File: src/rtl/cap_pkg.sv
// ============================================================================
// Conflict-aware priority select package
// Shared widths, codes and control structures for the selection block.
// ============================================================================
package cap_pkg;

    // Default configuration of the entry file.
    localparam int ENTRIES_DEF       = 16;
    localparam int PRIORITY_BITS_DEF = 32;

    // Fixed field widths of the input and result words.
    localparam int IDX_IN_W  = 4;
    localparam int PRIO_IN_W = 32;
    localparam int ROW_W     = 16;
    localparam int LIMIT_W   = 5;
    localparam int SEL_W     = 4;
    localparam int CNT_W     = 5;

    // Upper bound on results of one select word.
    localparam int MAX_RESULTS = 16;

    // Action codes of an input word.
    localparam logic ACT_LOAD   = 1'b0;
    localparam logic ACT_SELECT = 1'b1;

    // Request from the top-level control to the sort and pick engine.
    typedef struct packed {
        logic               start;
        logic [LIMIT_W-1:0] limit;
    } t_eng_ctl;

    // Status returned by the engine when a selection is complete.
    typedef struct packed {
        logic             done;
        logic [CNT_W-1:0] count;
    } t_eng_stat;

endpackage

File: src/rtl/cap_entry_store.sv
// ============================================================================
// Entry store
// Holds the priority and conflict row of every entry, cleared by reset.
// ============================================================================
module cap_entry_store #(
    parameter int ENTRIES       = cap_pkg::ENTRIES_DEF,
    parameter int PRIORITY_BITS = cap_pkg::PRIORITY_BITS_DEF
) (
    input  logic                        i_clk,
    input  logic                        i_rst_n,
    input  logic                        i_wr_en,
    input  logic [$clog2(ENTRIES)-1:0]  i_wr_addr,
    input  logic [PRIORITY_BITS-1:0]    i_wr_prio,
    input  logic [cap_pkg::ROW_W-1:0]   i_wr_row,
    input  logic [$clog2(ENTRIES)-1:0]  i_prio_addr,
    output logic [PRIORITY_BITS-1:0]    o_prio_data,
    input  logic [$clog2(ENTRIES)-1:0]  i_row_addr,
    output logic [ENTRIES-1:0]          o_row_data
);
    import cap_pkg::*;

    logic [PRIORITY_BITS-1:0] r_prio [ENTRIES];
    logic [ROW_W-1:0]         r_row  [ENTRIES];
    logic [ROW_W+ENTRIES-1:0] row_pad;

    always_ff @(posedge i_clk) begin
        if (!i_rst_n) begin
            for (int e = 0; e < ENTRIES; e++) begin
                r_prio[e] <= '0;
                r_row[e]  <= '0;
            end
        end else if (i_wr_en) begin
            r_prio[i_wr_addr] <= i_wr_prio;
            r_row[i_wr_addr]  <= i_wr_row;
        end
    end

    // Conflict bits beyond the entry count are never consulted; rows are
    // widened or cut to one bit per entry.
    assign row_pad     = {{ENTRIES{1'b0}}, r_row[i_row_addr]};
    assign o_row_data  = row_pad[ENTRIES-1:0];
    assign o_prio_data = r_prio[i_prio_addr];

endmodule

File: src/rtl/cap_sort_engine.sv
// ============================================================================
// Sort and pick engine
// Exchange sort with one shared comparator, then a greedy conflict-free walk.
// ============================================================================
module cap_sort_engine #(
    parameter int ENTRIES       = cap_pkg::ENTRIES_DEF,
    parameter int PRIORITY_BITS = cap_pkg::PRIORITY_BITS_DEF
) (
    input  logic                        i_clk,
    input  logic                        i_rst_n,
    input  cap_pkg::t_eng_ctl           i_ctl,
    output cap_pkg::t_eng_stat          o_stat,
    output logic [$clog2(ENTRIES)-1:0]  o_prio_addr,
    input  logic [PRIORITY_BITS-1:0]    i_prio_data,
    output logic [$clog2(ENTRIES)-1:0]  o_row_addr,
    input  logic [ENTRIES-1:0]          i_row_data,
    input  logic [cap_pkg::SEL_W-1:0]   i_sel_addr,
    output logic [$clog2(ENTRIES)-1:0]  o_sel_data
);
    import cap_pkg::*;

    localparam int IDX_W = $clog2(ENTRIES);
    localparam logic [IDX_W-1:0] LAST_POS = IDX_W'(ENTRIES - 1);
    localparam logic [IDX_W-1:0] PEN_POS  = IDX_W'(ENTRIES - 2);

    typedef enum logic [2:0] {
        E_IDLE,
        E_COPY,
        E_SORT,
        E_NEXT,
        E_PICK
    } t_eng_state;

    t_eng_state               r_state;
    logic [IDX_W-1:0]         r_i;
    logic [IDX_W-1:0]         r_j;
    logic [IDX_W-1:0]         r_cur_idx;
    logic [PRIORITY_BITS-1:0] r_cur_prio;
    logic [LIMIT_W-1:0]       r_limit;
    logic [CNT_W-1:0]         r_cnt;
    logic [ENTRIES-1:0]       r_mask;
    logic                     r_done;

    logic [IDX_W-1:0]         r_ord_idx  [ENTRIES];
    logic [PRIORITY_BITS-1:0] r_ord_prio [ENTRIES];
    logic [IDX_W-1:0]         r_sel      [MAX_RESULTS];
    logic [IDX_W-1:0]         r_sel_q;

    logic [IDX_W-1:0]         rd_pos;
    logic [IDX_W-1:0]         rd_idx;
    logic [PRIORITY_BITS-1:0] rd_prio;
    logic                     gt;
    logic                     hit;
    logic                     keep;
    logic                     ord_we;
    logic [IDX_W-1:0]         ord_waddr;
    logic [IDX_W-1:0]         ord_widx;
    logic [PRIORITY_BITS-1:0] ord_wprio;

    // One read port on the order list: the next pass head while stepping
    // passes, otherwise the running position.
    assign rd_pos  = (r_state == E_NEXT) ? (r_i + IDX_W'(1)) : r_j;
    assign rd_idx  = r_ord_idx[rd_pos];
    assign rd_prio = r_ord_prio[rd_pos];

    // The shared comparator: is the entry at j strictly above the one at i?
    assign gt   = rd_prio > r_cur_prio;
    assign hit  = |(i_row_data & r_mask);
    assign keep = (r_state == E_PICK) && !hit;

    assign o_prio_addr = r_j;
    assign o_row_addr  = rd_idx;

    always_comb begin
        ord_we    = 1'b0;
        ord_waddr = r_j;
        ord_widx  = r_cur_idx;
        ord_wprio = r_cur_prio;
        case (r_state)
            E_COPY: begin
                ord_we    = 1'b1;
                ord_widx  = r_j;
                ord_wprio = i_prio_data;
            end
            E_SORT: begin
                ord_we = gt;
            end
            E_NEXT: begin
                ord_we    = 1'b1;
                ord_waddr = r_i;
            end
            default: begin
                ord_we = 1'b0;
            end
        endcase
    end

    always_ff @(posedge i_clk) begin
        if (ord_we) begin
            r_ord_idx[ord_waddr]  <= ord_widx;
            r_ord_prio[ord_waddr] <= ord_wprio;
        end
        if (keep) begin
            r_sel[r_cnt[SEL_W-1:0]] <= rd_idx;
        end
        r_sel_q <= r_sel[i_sel_addr];
    end

    always_ff @(posedge i_clk) begin
        if (!i_rst_n) begin
            r_state <= E_IDLE;
            r_done  <= 1'b0;
            r_cnt   <= '0;
            r_mask  <= '0;
            r_i     <= '0;
            r_j     <= '0;
            r_limit <= '0;
        end else begin
            case (r_state)
                E_IDLE: begin
                    r_done <= 1'b0;
                    if (i_ctl.start) begin
                        r_limit <= i_ctl.limit;
                        r_j     <= '0;
                        r_state <= E_COPY;
                    end
                end
                E_COPY: begin
                    if (r_j == '0) begin
                        r_cur_idx  <= '0;
                        r_cur_prio <= i_prio_data;
                    end
                    if (r_j == LAST_POS) begin
                        r_i     <= '0;
                        r_j     <= IDX_W'(1);
                        r_state <= E_SORT;
                    end else begin
                        r_j <= r_j + IDX_W'(1);
                    end
                end
                E_SORT: begin
                    if (gt) begin
                        r_cur_idx  <= rd_idx;
                        r_cur_prio <= rd_prio;
                    end
                    if (r_j == LAST_POS) begin
                        r_state <= E_NEXT;
                    end else begin
                        r_j <= r_j + IDX_W'(1);
                    end
                end
                E_NEXT: begin
                    if (r_i == PEN_POS) begin
                        r_j     <= '0;
                        r_cnt   <= '0;
                        r_mask  <= '0;
                        r_state <= E_PICK;
                    end else begin
                        r_cur_idx  <= rd_idx;
                        r_cur_prio <= rd_prio;
                        r_i        <= r_i + IDX_W'(1);
                        r_j        <= r_i + IDX_W'(2);
                        r_state    <= E_SORT;
                    end
                end
                E_PICK: begin
                    if (!hit) begin
                        r_cnt          <= r_cnt + CNT_W'(1);
                        r_mask[rd_idx] <= 1'b1;
                    end
                    if ((!hit && (r_cnt + CNT_W'(1) == CNT_W'(r_limit)))
                            || (r_j == LAST_POS)) begin
                        r_done  <= 1'b1;
                        r_state <= E_IDLE;
                    end else begin
                        r_j <= r_j + IDX_W'(1);
                    end
                end
                default: begin
                    r_state <= E_IDLE;
                end
            endcase
        end
    end

    assign o_stat.done  = r_done;
    assign o_stat.count = r_cnt;
    assign o_sel_data   = r_sel_q;

endmodule

File: src/rtl/conflict_aware_priority_select_top.sv
// ============================================================================
// Conflict-aware priority select, top level
// Load words fill the entry file; select words sort the entries and return
// the chosen conflict-free entries one result word at a time.
// Operation: a load word writes its entry. A select word with a nonzero limit
//   copies the priorities into the order list, sorts it with exchange passes
//   and walks the sorted order to pick entries; each result word is then read
//   from the pick list and sent.
// Input: one word at a time; the next word is taken once the block is idle.
// Reset: synchronous, active low; clears the entry file, control and output valid.
// ============================================================================
module conflict_aware_priority_select_top #(
    parameter int ENTRIES       = cap_pkg::ENTRIES_DEF,
    parameter int PRIORITY_BITS = cap_pkg::PRIORITY_BITS_DEF
) (
    input  logic                          i_clk,
    input  logic                          i_rst_n,
    input  logic                          i_in_valid,
    output logic                          o_in_stall,
    input  logic                          i_action,
    input  logic [cap_pkg::IDX_IN_W-1:0]  i_entry_index,
    input  logic [cap_pkg::PRIO_IN_W-1:0] i_priority_req,
    input  logic [cap_pkg::ROW_W-1:0]     i_conflict_row,
    input  logic [cap_pkg::LIMIT_W-1:0]   i_select_limit,
    output logic                          o_out_valid,
    input  logic                          i_out_stall,
    output logic [cap_pkg::IDX_IN_W-1:0]  o_selected_index,
    output logic [cap_pkg::SEL_W-1:0]     o_slot,
    output logic                          o_none_selected,
    output logic [cap_pkg::CNT_W-1:0]     o_total_selected,
    output logic                          o_is_last
);
    import cap_pkg::*;

    localparam int IDX_W   = $clog2(ENTRIES);
    // A select keeps at most this many entries.
    localparam int LIM_CAP = (ENTRIES < MAX_RESULTS) ? ENTRIES : MAX_RESULTS;

    typedef enum logic [1:0] {
        T_IDLE,
        T_RUN,
        T_READ,
        T_SEND
    } t_top_state;

    t_top_state           r_state;
    logic [CNT_W-1:0]     r_total;
    logic [SEL_W-1:0]     r_k;
    logic                 r_out_valid;
    logic [IDX_IN_W-1:0]  r_out_index;
    logic [SEL_W-1:0]     r_out_slot;
    logic                 r_out_none;
    logic [CNT_W-1:0]     r_out_total;
    logic                 r_out_last;

    logic                 in_acc;
    logic                 out_free;
    logic                 load_wr;
    logic [LIMIT_W-1:0]   lim_sat;
    logic                 res_last;
    t_eng_ctl             eng_ctl;
    t_eng_stat            eng_stat;
    logic [IDX_W-1:0]     prio_addr;
    logic [PRIORITY_BITS-1:0] prio_data;
    logic [IDX_W-1:0]     row_addr;
    logic [ENTRIES-1:0]   row_data;
    logic [IDX_W-1:0]     sel_data;

    // Input words are taken only while the block is idle. The output
    // register decouples the two sides, so the next word may enter while
    // the final result still waits downstream.
    assign o_in_stall = (r_state != T_IDLE);
    assign in_acc     = i_in_valid && !o_in_stall;
    assign out_free   = !r_out_valid || !i_out_stall;

    // Loads whose index lies beyond the entry file are dropped.
    assign load_wr = in_acc && (i_action == ACT_LOAD)
                     && (int'(i_entry_index) < ENTRIES);

    // Saturate the limit to the entry count and the result bound.
    always_comb begin
        lim_sat = i_select_limit;
        if (int'(i_select_limit) > LIM_CAP) begin
            lim_sat = LIMIT_W'(LIM_CAP);
        end
    end

    assign eng_ctl.start = in_acc && (i_action == ACT_SELECT) && (lim_sat != '0);
    assign eng_ctl.limit = lim_sat;

    assign res_last = (CNT_W'(r_k) + CNT_W'(1)) == r_total;

    cap_entry_store #(
        .ENTRIES       (ENTRIES),
        .PRIORITY_BITS (PRIORITY_BITS)
    ) u_store (
        .i_clk       (i_clk),
        .i_rst_n     (i_rst_n),
        .i_wr_en     (load_wr),
        .i_wr_addr   (IDX_W'(i_entry_index)),
        .i_wr_prio   (PRIORITY_BITS'(i_priority_req)),
        .i_wr_row    (i_conflict_row),
        .i_prio_addr (prio_addr),
        .o_prio_data (prio_data),
        .i_row_addr  (row_addr),
        .o_row_data  (row_data)
    );

    cap_sort_engine #(
        .ENTRIES       (ENTRIES),
        .PRIORITY_BITS (PRIORITY_BITS)
    ) u_engine (
        .i_clk       (i_clk),
        .i_rst_n     (i_rst_n),
        .i_ctl       (eng_ctl),
        .o_stat      (eng_stat),
        .o_prio_addr (prio_addr),
        .i_prio_data (prio_data),
        .o_row_addr  (row_addr),
        .i_row_data  (row_data),
        .i_sel_addr  (r_k),
        .o_sel_data  (sel_data)
    );

    // Control sequencer and output register. A zero limit skips the engine
    // and sends a single empty word. Otherwise each chosen entry is read
    // from the engine's pick list in the read state and then loaded into the
    // output register as soon as it is free.
    always_ff @(posedge i_clk) begin
        if (!i_rst_n) begin
            r_state     <= T_IDLE;
            r_out_valid <= 1'b0;
            r_total     <= '0;
            r_k         <= '0;
        end else begin
            // In the send state the output register is either reloaded or
            // still stalled, so it is only emptied from the other states.
            if (r_out_valid && !i_out_stall && (r_state != T_SEND)) begin
                r_out_valid <= 1'b0;
            end
            case (r_state)
                T_IDLE: begin
                    if (in_acc && (i_action == ACT_SELECT)) begin
                        r_k <= '0;
                        if (lim_sat == '0) begin
                            r_total <= '0;
                            r_state <= T_SEND;
                        end else begin
                            r_state <= T_RUN;
                        end
                    end
                end
                T_RUN: begin
                    if (eng_stat.done) begin
                        r_total <= eng_stat.count;
                        r_state <= T_READ;
                    end
                end
                T_READ: begin
                    r_state <= T_SEND;
                end
                T_SEND: begin
                    if (out_free) begin
                        r_out_valid <= 1'b1;
                        if (r_total == '0) begin
                            r_out_index <= '0;
                            r_out_slot  <= '0;
                            r_out_none  <= 1'b1;
                            r_out_total <= '0;
                            r_out_last  <= 1'b1;
                            r_state     <= T_IDLE;
                        end else begin
                            r_out_index <= IDX_IN_W'(sel_data);
                            r_out_slot  <= r_k;
                            r_out_none  <= 1'b0;
                            r_out_total <= r_total;
                            r_out_last  <= res_last;
                            if (res_last) begin
                                r_state <= T_IDLE;
                            end else begin
                                r_k     <= r_k + SEL_W'(1);
                                r_state <= T_READ;
                            end
                        end
                    end
                end
                default: begin
                    r_state <= T_IDLE;
                end
            endcase
        end
    end

    assign o_out_valid      = r_out_valid;
    assign o_selected_index = r_out_index;
    assign o_slot           = r_out_slot;
    assign o_none_selected  = r_out_none;
    assign o_total_selected = r_out_total;
    assign o_is_last        = r_out_last;

endmodule

File: config.mk
export PLATFORM = sky130hd
export DESIGN_NAME = conflict_aware_priority_select_top
export DESIGN_NICKNAME = d
export VERILOG_FILES = /design/src/rtl/cap_pkg.sv /design/src/rtl/cap_entry_store.sv /design/src/rtl/cap_sort_engine.sv /design/src/rtl/conflict_aware_priority_select_top.sv
export SDC_FILE = /design/constraint.sdc
export NUM_CORES = 2
export LEC_CHECK = 0
export BUFFER_PORTS_ARGS = -buffer_cell sky130_fd_sc_hd__buf_2
export CAP_MARGIN = 20
export CORE_MARGIN = 2
export CORE_UTILIZATION = 57
export CTS_CLUSTER_SIZE = 20
export DETAILED_ROUTE_END_ITERATION = 8
export GPL_TIMING_DRIVEN = 1
export PLACE_DENSITY = 0.82
export SLEW_MARGIN = 15
export SYNTH_ARGS = -nofsm -noshare
export SYNTH_HDL_FRONTEND = slang
export SYNTH_SLANG_ARGS = --single-unit
File: constraint.sdc
create_clock -name i_clk -period 8.05 [get_ports i_clk]
set_input_delay 0.805 -clock i_clk [delete_from_list [all_inputs] [get_ports i_clk]]
set_output_delay 0.805 -clock i_clk [all_outputs]
set_load 0.005 [all_outputs]
# ---- Word level (Yosys, flattened, before mapping)
# Memories as Yosys holds them, arrays and structs flattened. A register that Yosys moved wholly into a read port is not among the register bits.
# Index checks and enable logic that the tools add are counted.
dict set report op_classes {
  eq_ne 29
  addsub 6
  bitwise_logic 3
  reduce_logical 44
  muxes 75
  order_cmp 4
}
# operator n
set ops {}
lappend ops {{32-bit 2-to-1 mux} 5}
lappend ops {{32-bit one-hot mux with 3 select lines} 1}
lappend ops {{4-bit 2-to-1 mux} 21}
lappend ops {{16-bit 2-to-1 mux} 3}
lappend ops {{32-bit greater-than comparator} 1}
lappend ops {{16-bit one-hot mux with 2 select lines} 1}
lappend ops {{16-bit OR reduction} 2}
lappend ops {{32-bit OR reduction} 1}
lappend ops {{5-bit 2-to-1 mux} 6}
lappend ops {{2-bit != test, second input constant} 13}
lappend ops {{4-bit one-hot mux with 5 select lines} 1}
lappend ops {{5-bit one-hot mux with 2 select lines} 2}
lappend ops {{16-bit bitwise AND} 1}
lappend ops {{1-bit 2-to-1 mux} 16}
lappend ops {{16-bit bitwise OR} 1}
lappend ops {{4-bit one-hot mux with 2 select lines} 2}
lappend ops {{3-bit 2-to-1 mux} 5}
lappend ops {{3-bit one-hot mux with 5 select lines} 1}
lappend ops {{4-bit by 1-bit adder with 4-bit output, second input constant} 3}
lappend ops {{2-bit 2-to-1 mux} 6}
lappend ops {{4-bit one-hot mux with 3 select lines} 1}
lappend ops {{3-bit AND reduction} 4}
lappend ops {{4-bit AND reduction} 3}
lappend ops {{2-bit nonzero test} 6}
lappend ops {{30 further kinds} 55}
dict set report totals {
  memories 5
  mem_bits_rw 1408
  elab_cells 184
  register_bits 101
}
# memory depth width read_ports rd_ports_with_merged_regs write_ports line_no
set mem_list {}
lappend mem_list {u_engine.r_ord_prio 16 32 1 0 1 cap_sort_engine.sv:45} ;# logic [PRIORITY_BITS-1:0] r_ord_prio [ENTRIES];
lappend mem_list {u_store.r_prio 16 32 1 1 16 cap_entry_store.sv:22} ;# logic [PRIORITY_BITS-1:0] r_prio [ENTRIES];
lappend mem_list {u_store.r_row 16 16 1 0 16 cap_entry_store.sv:23} ;# logic [ROW_W-1:0] r_row [ENTRIES];
lappend mem_list {u_engine.r_ord_idx 16 4 1 0 1 cap_sort_engine.sv:44} ;# logic [IDX_W-1:0] r_ord_idx [ENTRIES];
lappend mem_list {u_engine.r_sel 16 4 1 1 1 cap_sort_engine.sv:46} ;# logic [IDX_W-1:0] r_sel [MAX_RESULTS];

# ---- Depth between registers and ports, before layout
# An unclocked memory read counts as a cell.
dict set report logic_depth {
  word_depth 13
  ltp_mapped 27
  ltp_nobuf 22
}

# ---- Modules after synthesis
# From an unflattened synthesis, not the netlist that was laid out.
dict set report hier_totals {
  cells_unflattened 3971
  hier_area_um2 65240.1
}
# mod seq_area_each_um2 instances cells_each area_per_inst_um2
set by_module_without_submodules {}
lappend by_module_without_submodules {cap_entry_store 23062.1 1 2113 34216.6}
lappend by_module_without_submodules {cap_sort_engine 21140.3 1 1737 29777.3}
lappend by_module_without_submodules {conflict_aware_priority_select_top 690.7 1 121 1246.2}

# ---- Worst setup path after synthesis
# No wires, ideal clock.
dict set report synth_timing {
  path_kind {register -> register}
  startpoint {register u_engine.r_i[0]}
  endpoint {memory u_engine.r_ord_idx[3][0] in the netlist's numbering, enable pin}
  period_less_slack_ns 8.602
  slack_ns -0.552
  stages_incl_launch_ff 28
  setup_time_ns 0.519
  arrival_time_ns 8.082
  required_ns 7.531
  cell_sequence {dfxtp_1 -> buf_2 -> inv_1 -> ha_1 -> buf_2 -> nand4b_1 -> o21ai_4 -> clkbuf_1 -> clkbuf_1 -> clkbuf_1 -> buf_1 -> nand3_1 -> a311oi_1 -> a21oi_1 -> ha_1 -> a21o_1 -> a21o_1 -> a21o_1 -> a21oi_1 -> nor2b_1 -> o21ai_0 -> nand2b_1 -> a21oi_1 -> o21ai_0 -> o21ai_0 -> a21oi_1 -> o21ai_1 -> nor4_1}
}
dict set report synth_between {
  elab_chain_cells 7
}
# item line_no
set synth_rtl {}
lappend synth_rtl {{start, declared} cap_sort_engine.sv:35} ;# logic [IDX_W-1:0] r_i;
lappend synth_rtl {{start signal, assigned} cap_sort_engine.sv:161} ;# r_i <= r_i + IDX_W'(1);
lappend synth_rtl {{4-bit by 1-bit adder with 4-bit output} cap_sort_engine.sv:62} ;# assign rd_pos = (r_state == E_NEXT) ? (r_i + IDX_W'(1)) : r_j;
lappend synth_rtl {{4-bit 2-to-1 mux} cap_sort_engine.sv:62}
lappend synth_rtl {{memory read 16 x 32 bit} --}
lappend synth_rtl {{32-bit greater-than comparator} cap_sort_engine.sv:67} ;# assign gt = rd_prio > r_cur_prio;
lappend synth_rtl {{1-bit one-hot mux with 2 select lines} cap_sort_engine.sv:79} ;# case (r_state)
lappend synth_rtl {{1-bit 2-to-1 mux} cap_sort_engine.sv:99} ;# if (ord_we) begin
lappend synth_rtl {{1-bit 2-to-1 mux (not written as such)} cap_sort_engine.sv:100} ;# r_ord_idx[ord_waddr] <= ord_widx;
lappend synth_rtl {{end, declared} cap_sort_engine.sv:44}
# Parallel ways exist; a longest one is shown, timed or not.

# ---- Worst setup path in the final report
dict set report layout_timing {
  startpoint {register u_engine.r_state[2]}
  endpoint {memory u_engine.r_sel[11][0] in the netlist's numbering, enable pin}
}
dict set report layout_between {
  elab_chain_cells 10
}
# item line_no
set layout_rtl {}
lappend layout_rtl {{start, declared} cap_sort_engine.sv:34} ;# t_eng_state r_state;
lappend layout_rtl {{start signal, assigned} cap_sort_engine.sv:111} ;# r_state <= E_IDLE;
lappend layout_rtl {{start signal, assigned} cap_sort_engine.sv:125} ;# r_state <= E_COPY;
lappend layout_rtl {{start signal, assigned} cap_sort_engine.sv:136} ;# r_state <= E_SORT;
lappend layout_rtl {{3-bit by 2-bit == test with 1-bit output} cap_sort_engine.sv:62}
lappend layout_rtl {{4-bit 2-to-1 mux} cap_sort_engine.sv:62}
lappend layout_rtl {{memory read 16 x 4 bit} --}
lappend layout_rtl {{memory read 16 x 16 bit} --}
lappend layout_rtl {{16-bit bitwise AND} cap_sort_engine.sv:68} ;# assign hit = |(i_row_data & r_mask);
lappend layout_rtl {{16-bit OR reduction} cap_sort_engine.sv:68}
lappend layout_rtl {{1-bit zero test} cap_sort_engine.sv:69} ;# assign keep = (r_state == E_PICK) && !hit;
lappend layout_rtl {{1-bit logical AND *} cap_sort_engine.sv:69}
lappend layout_rtl {{1-bit 2-to-1 mux *} cap_sort_engine.sv:103} ;# if (keep) begin
lappend layout_rtl {{1-bit 2-to-1 mux (not written as such) *} cap_sort_engine.sv:104} ;# r_sel[r_cnt[SEL_W-1:0]] <= rd_idx;
lappend layout_rtl {{end, declared} cap_sort_engine.sv:46}
# Every way passes the cells marked *; elsewhere a longest branch is shown, timed or not.

==> results.yml <==
sta:
  finalMaxSlewViolations: 0
  fmax_ghz: 0.141
  hold_slack_ps: 371
  slew_headroom_pct: 26.5
  period_share_pct: 88.3
  worst_pin_slew_ps: 1100
  min_period_ps: 7110
  fin_ws_ps: 942
  hold_violations: 0
  grt_setup_unrepaired: "no"
  tns_ps: 0
  finalSetupViolCount: 0
  skew_ps: 45.8
grt:
  overflow: 0
  grt_max_degree: 141
  grt_pass1_wl_um: 255000
  antenna_found_initial: 16
  grt.total_usage_pct: 28.3
  grt_pass1_vias: 41400
final_layout:
  layout_commonest_cell: "edfxtp_1"
  layout_common_cells: "edfxtp_1 (1459), and2_1 (787), nand2_1 (744), nand3_1 (194), mux4_2 (180)"
  drive_above_1_share_pct: 14.6
  num-nets-final: 4905
  areaGrowthSynthToFinish_pct: 10.6
  fin_util_pct: 63.4
  multi_input_area_sq_mm: 0.0203
  fillers: 7914
  seq_area_sq_mm: 0.0450
  final_cell_area_sq_mm: 0.0736
  layout.cells.non_filler: 6452
die:
  die-area_sq_mm: 0.120
  die_h_um: 346
  rows: 125
  initial_utilization_pct: 57.4
  io_pins: 79
  die_x_um: 346
  core-area_sq_mm: 0.116
synth:
  syn_area_per_cell_sq_um: 13.9
  yosysSeqAreaShare_pct: 67.6
  ys_ff_latch: 1517
  ys_types: 82
  synthFlopType: "edfxtp_1"
  synth_nets: 4910
  synth_edf_count: 1459
  syn-cell-area_sq_mm: 0.0666
  synthCells: 4806
  yosysWarnings: 0
  ys_async_sr_fraction_pct: 0
routing:
  drtPass1Iterations: 7
  drtIter0Drc: 5848
  via_per_inst: 6.45
  wl_per_cell_um: 26.5
  dr_total_vias: 41600
  antenna_left: 0
  drc: 0
  wirelength_um: 171000
place:
  gp_congestion: 0.910
  portBuffers: 78
  dpl_cell_area_sq_mm: 0.0689
  pre_cts_slack_ps: 1270
  dpl.hpwl_um: 93400
  place_inst: 6166
setup_path:
  crit_chain: "buf_4, and3b_4, o21ai_4, buf_12, buf_4, o21ai_0, o221ai_1, o41ai_4, nor2_2, nand3_1, a31oi_1, o22ai_1, nor4_4, nand4_4, nor3b_1, and2_1"
  cp.required_ps: 8490
  worst_path_max_delay_cell: "nor2_2"
  critPathBufInv: 3
  cpLargestDelayFamily: "simple AND/OR/NAND/NOR gates"
  critPathKind: "reg2reg"
  cpPeakStageDelay_ps: 710
  critPathLaunchType: "flip-flop"
  end_kind: "flip-flop"
  cp_max_fo: 83
  cp.arrival_ps: 7550
  cp_common_cell: "buf_4"
clock_network:
  h-tree-depth: 4
  cts_root_buf: "clkbuf_16"
  cts_hold_buf: 0
  clockBufferDepth: 3
  cts_tree: "yes"
  path_clk_slew_ps: 60
  cts_sinks: 1517
  clock_latency_ps: 770
  cts_buffers: 150
  ctsResizeCount: 0
  post-cts-setup-buffers: 0
outcome:
  status: "completed"
pwr:
  power_mw: 16.5
  leakagePower_nw: 25.8
  ir_drop_uv: 198
  powerDensity_mw_per_mm2: 225
job:
  cap_violations: 0
min_path:
  hp-class: "in2reg"
[power by group]
group          internal, mW  switching, mW  total [mW]  leakage (nW)
clock                  3.75           2.94        6.69          2.25
combinational         0.282          0.664       0.945          8.88
sequential             8.84         0.0564        8.89          14.7
[sequential cells by signal (all words and copies together), names as in the netlist, 16 cells and up, named ones only]
signal	cells
u_engine.r_mask	16
u_engine.r_sel	64
u_engine.r_cur_prio	32
u_engine.r_ord_idx	64
u_store.r_prio	512
u_engine.r_ord_prio	512
u_store.r_row	256
[routing by layer]
| layer | vias to the layer above | track usage [%] | part of all wire, % |
|---|---|---|---|
| li1 | 17700 | - | - |
| met2 | 2931 | 45.8 | 48 |
| met4 | 20 | 11.5 | 3.6 |
| met5 | - | 0 | 0.071 |
| met3 | 492 | 6.65 | 12 |
| met1 | 20500 | 37.1 | 36 |
[worst register-to-register path, stage by stage, from the launching register on]
cell and delay, ps:
dfxtp_1 540, buf_4 290, and3b_4 370, o21ai_4 580, buf_12 400, buf_4 480
o21ai_0 170, o221ai_1 420, o41ai_4 310, nor2_2 710, nand3_1 190, a31oi_1 440
o22ai_1 210, nor4_4 410, nand4_4 450, nor3b_1 510, and2_1 320
[synthesized netlist by cell type, types with 11 or more instances]
master | count | area (sq um)
nor3_1 | 40 | 200
nor3b_1 | 12 | 90.1
a21o_1 | 11 | 82.6
a221oi_1 | 12 | 105
o21ai_0 | 70 | 350
buf_1 | 42 | 158
clkbuf_1 | 273 | 1020
a311oi_1 | 97 | 850
and2_1 | 787 | 4920
a211oi_1 | 21 | 158
a31oi_1 | 51 | 319
mux2_2 | 38 | 428
nand4_1 | 27 | 169
nor4_1 | 13 | 81.3
edfxtp_1 | 1459 | 43800
xnor2_1 | 11 | 96.3
buf_2 | 32 | 160
nand2b_1 | 14 | 87.6
dfxtp_1 | 58 | 1160
a21oi_1 | 89 | 445
mux2i_1 | 104 | 1040
nand3_1 | 194 | 971
nor2b_1 | 15 | 93.8
mux4_2 | 180 | 4050
ha_1 | 42 | 526
nand2_1 | 744 | 2790
and3_1 | 66 | 413
nor2_1 | 81 | 304
inv_1 | 58 | 218
o21a_1 | 21 | 158
[cell type report]
| cell class | count | area share (%) |
|---|---|---|
| repair buffers | 210 | 2.07 |
| multi-input cells | 2860 | 27.6 |
| clock buffers | 199 | 5.52 |
| diodes | 7 | 0.0238 |
| well taps | 1524 | 2.59 |
| inverters | 62 | 0.323 |
| flip-flops and latches | 1517 | 61.1 |
| clock inverters | 73 | 0.770 |
[path summary, 6_finish.rpt]
path / to / start / cells after the start / slack [ps]
setup / recovery: u_engine.r_sel[11][0] / u_engine.r_state[2] / 16 / 940
hold / removal: u_engine.r_limit[4] / i_select_limit[4] / 3 / 370
setup reg to reg: u_engine.r_sel[11][0] / u_engine.r_state[2] / 16 / 940
hold reg to reg: u_engine.r_mask[1] / u_engine.r_mask[1] / 1 / 460
[kinds of logic (layout without fill, tap and decap cells)]
group                    Yosys count  count (layout)  share of synthesized area, %
AO/OA/AOI/OAI                    445             445                          4.67
XOR/XNOR                          17              17                         0.224
adder cells (fa/ha/maj)           42              42                         0.789
buffers and inverters            429             544                          2.66
flip-flops                      1517            1517                          67.6
multiplexers                     323             323                          8.32
other                              0               7                             0
AND/OR/NAND/NOR                 2033            2033                          15.8
Power figures use the tool's default switching activity.
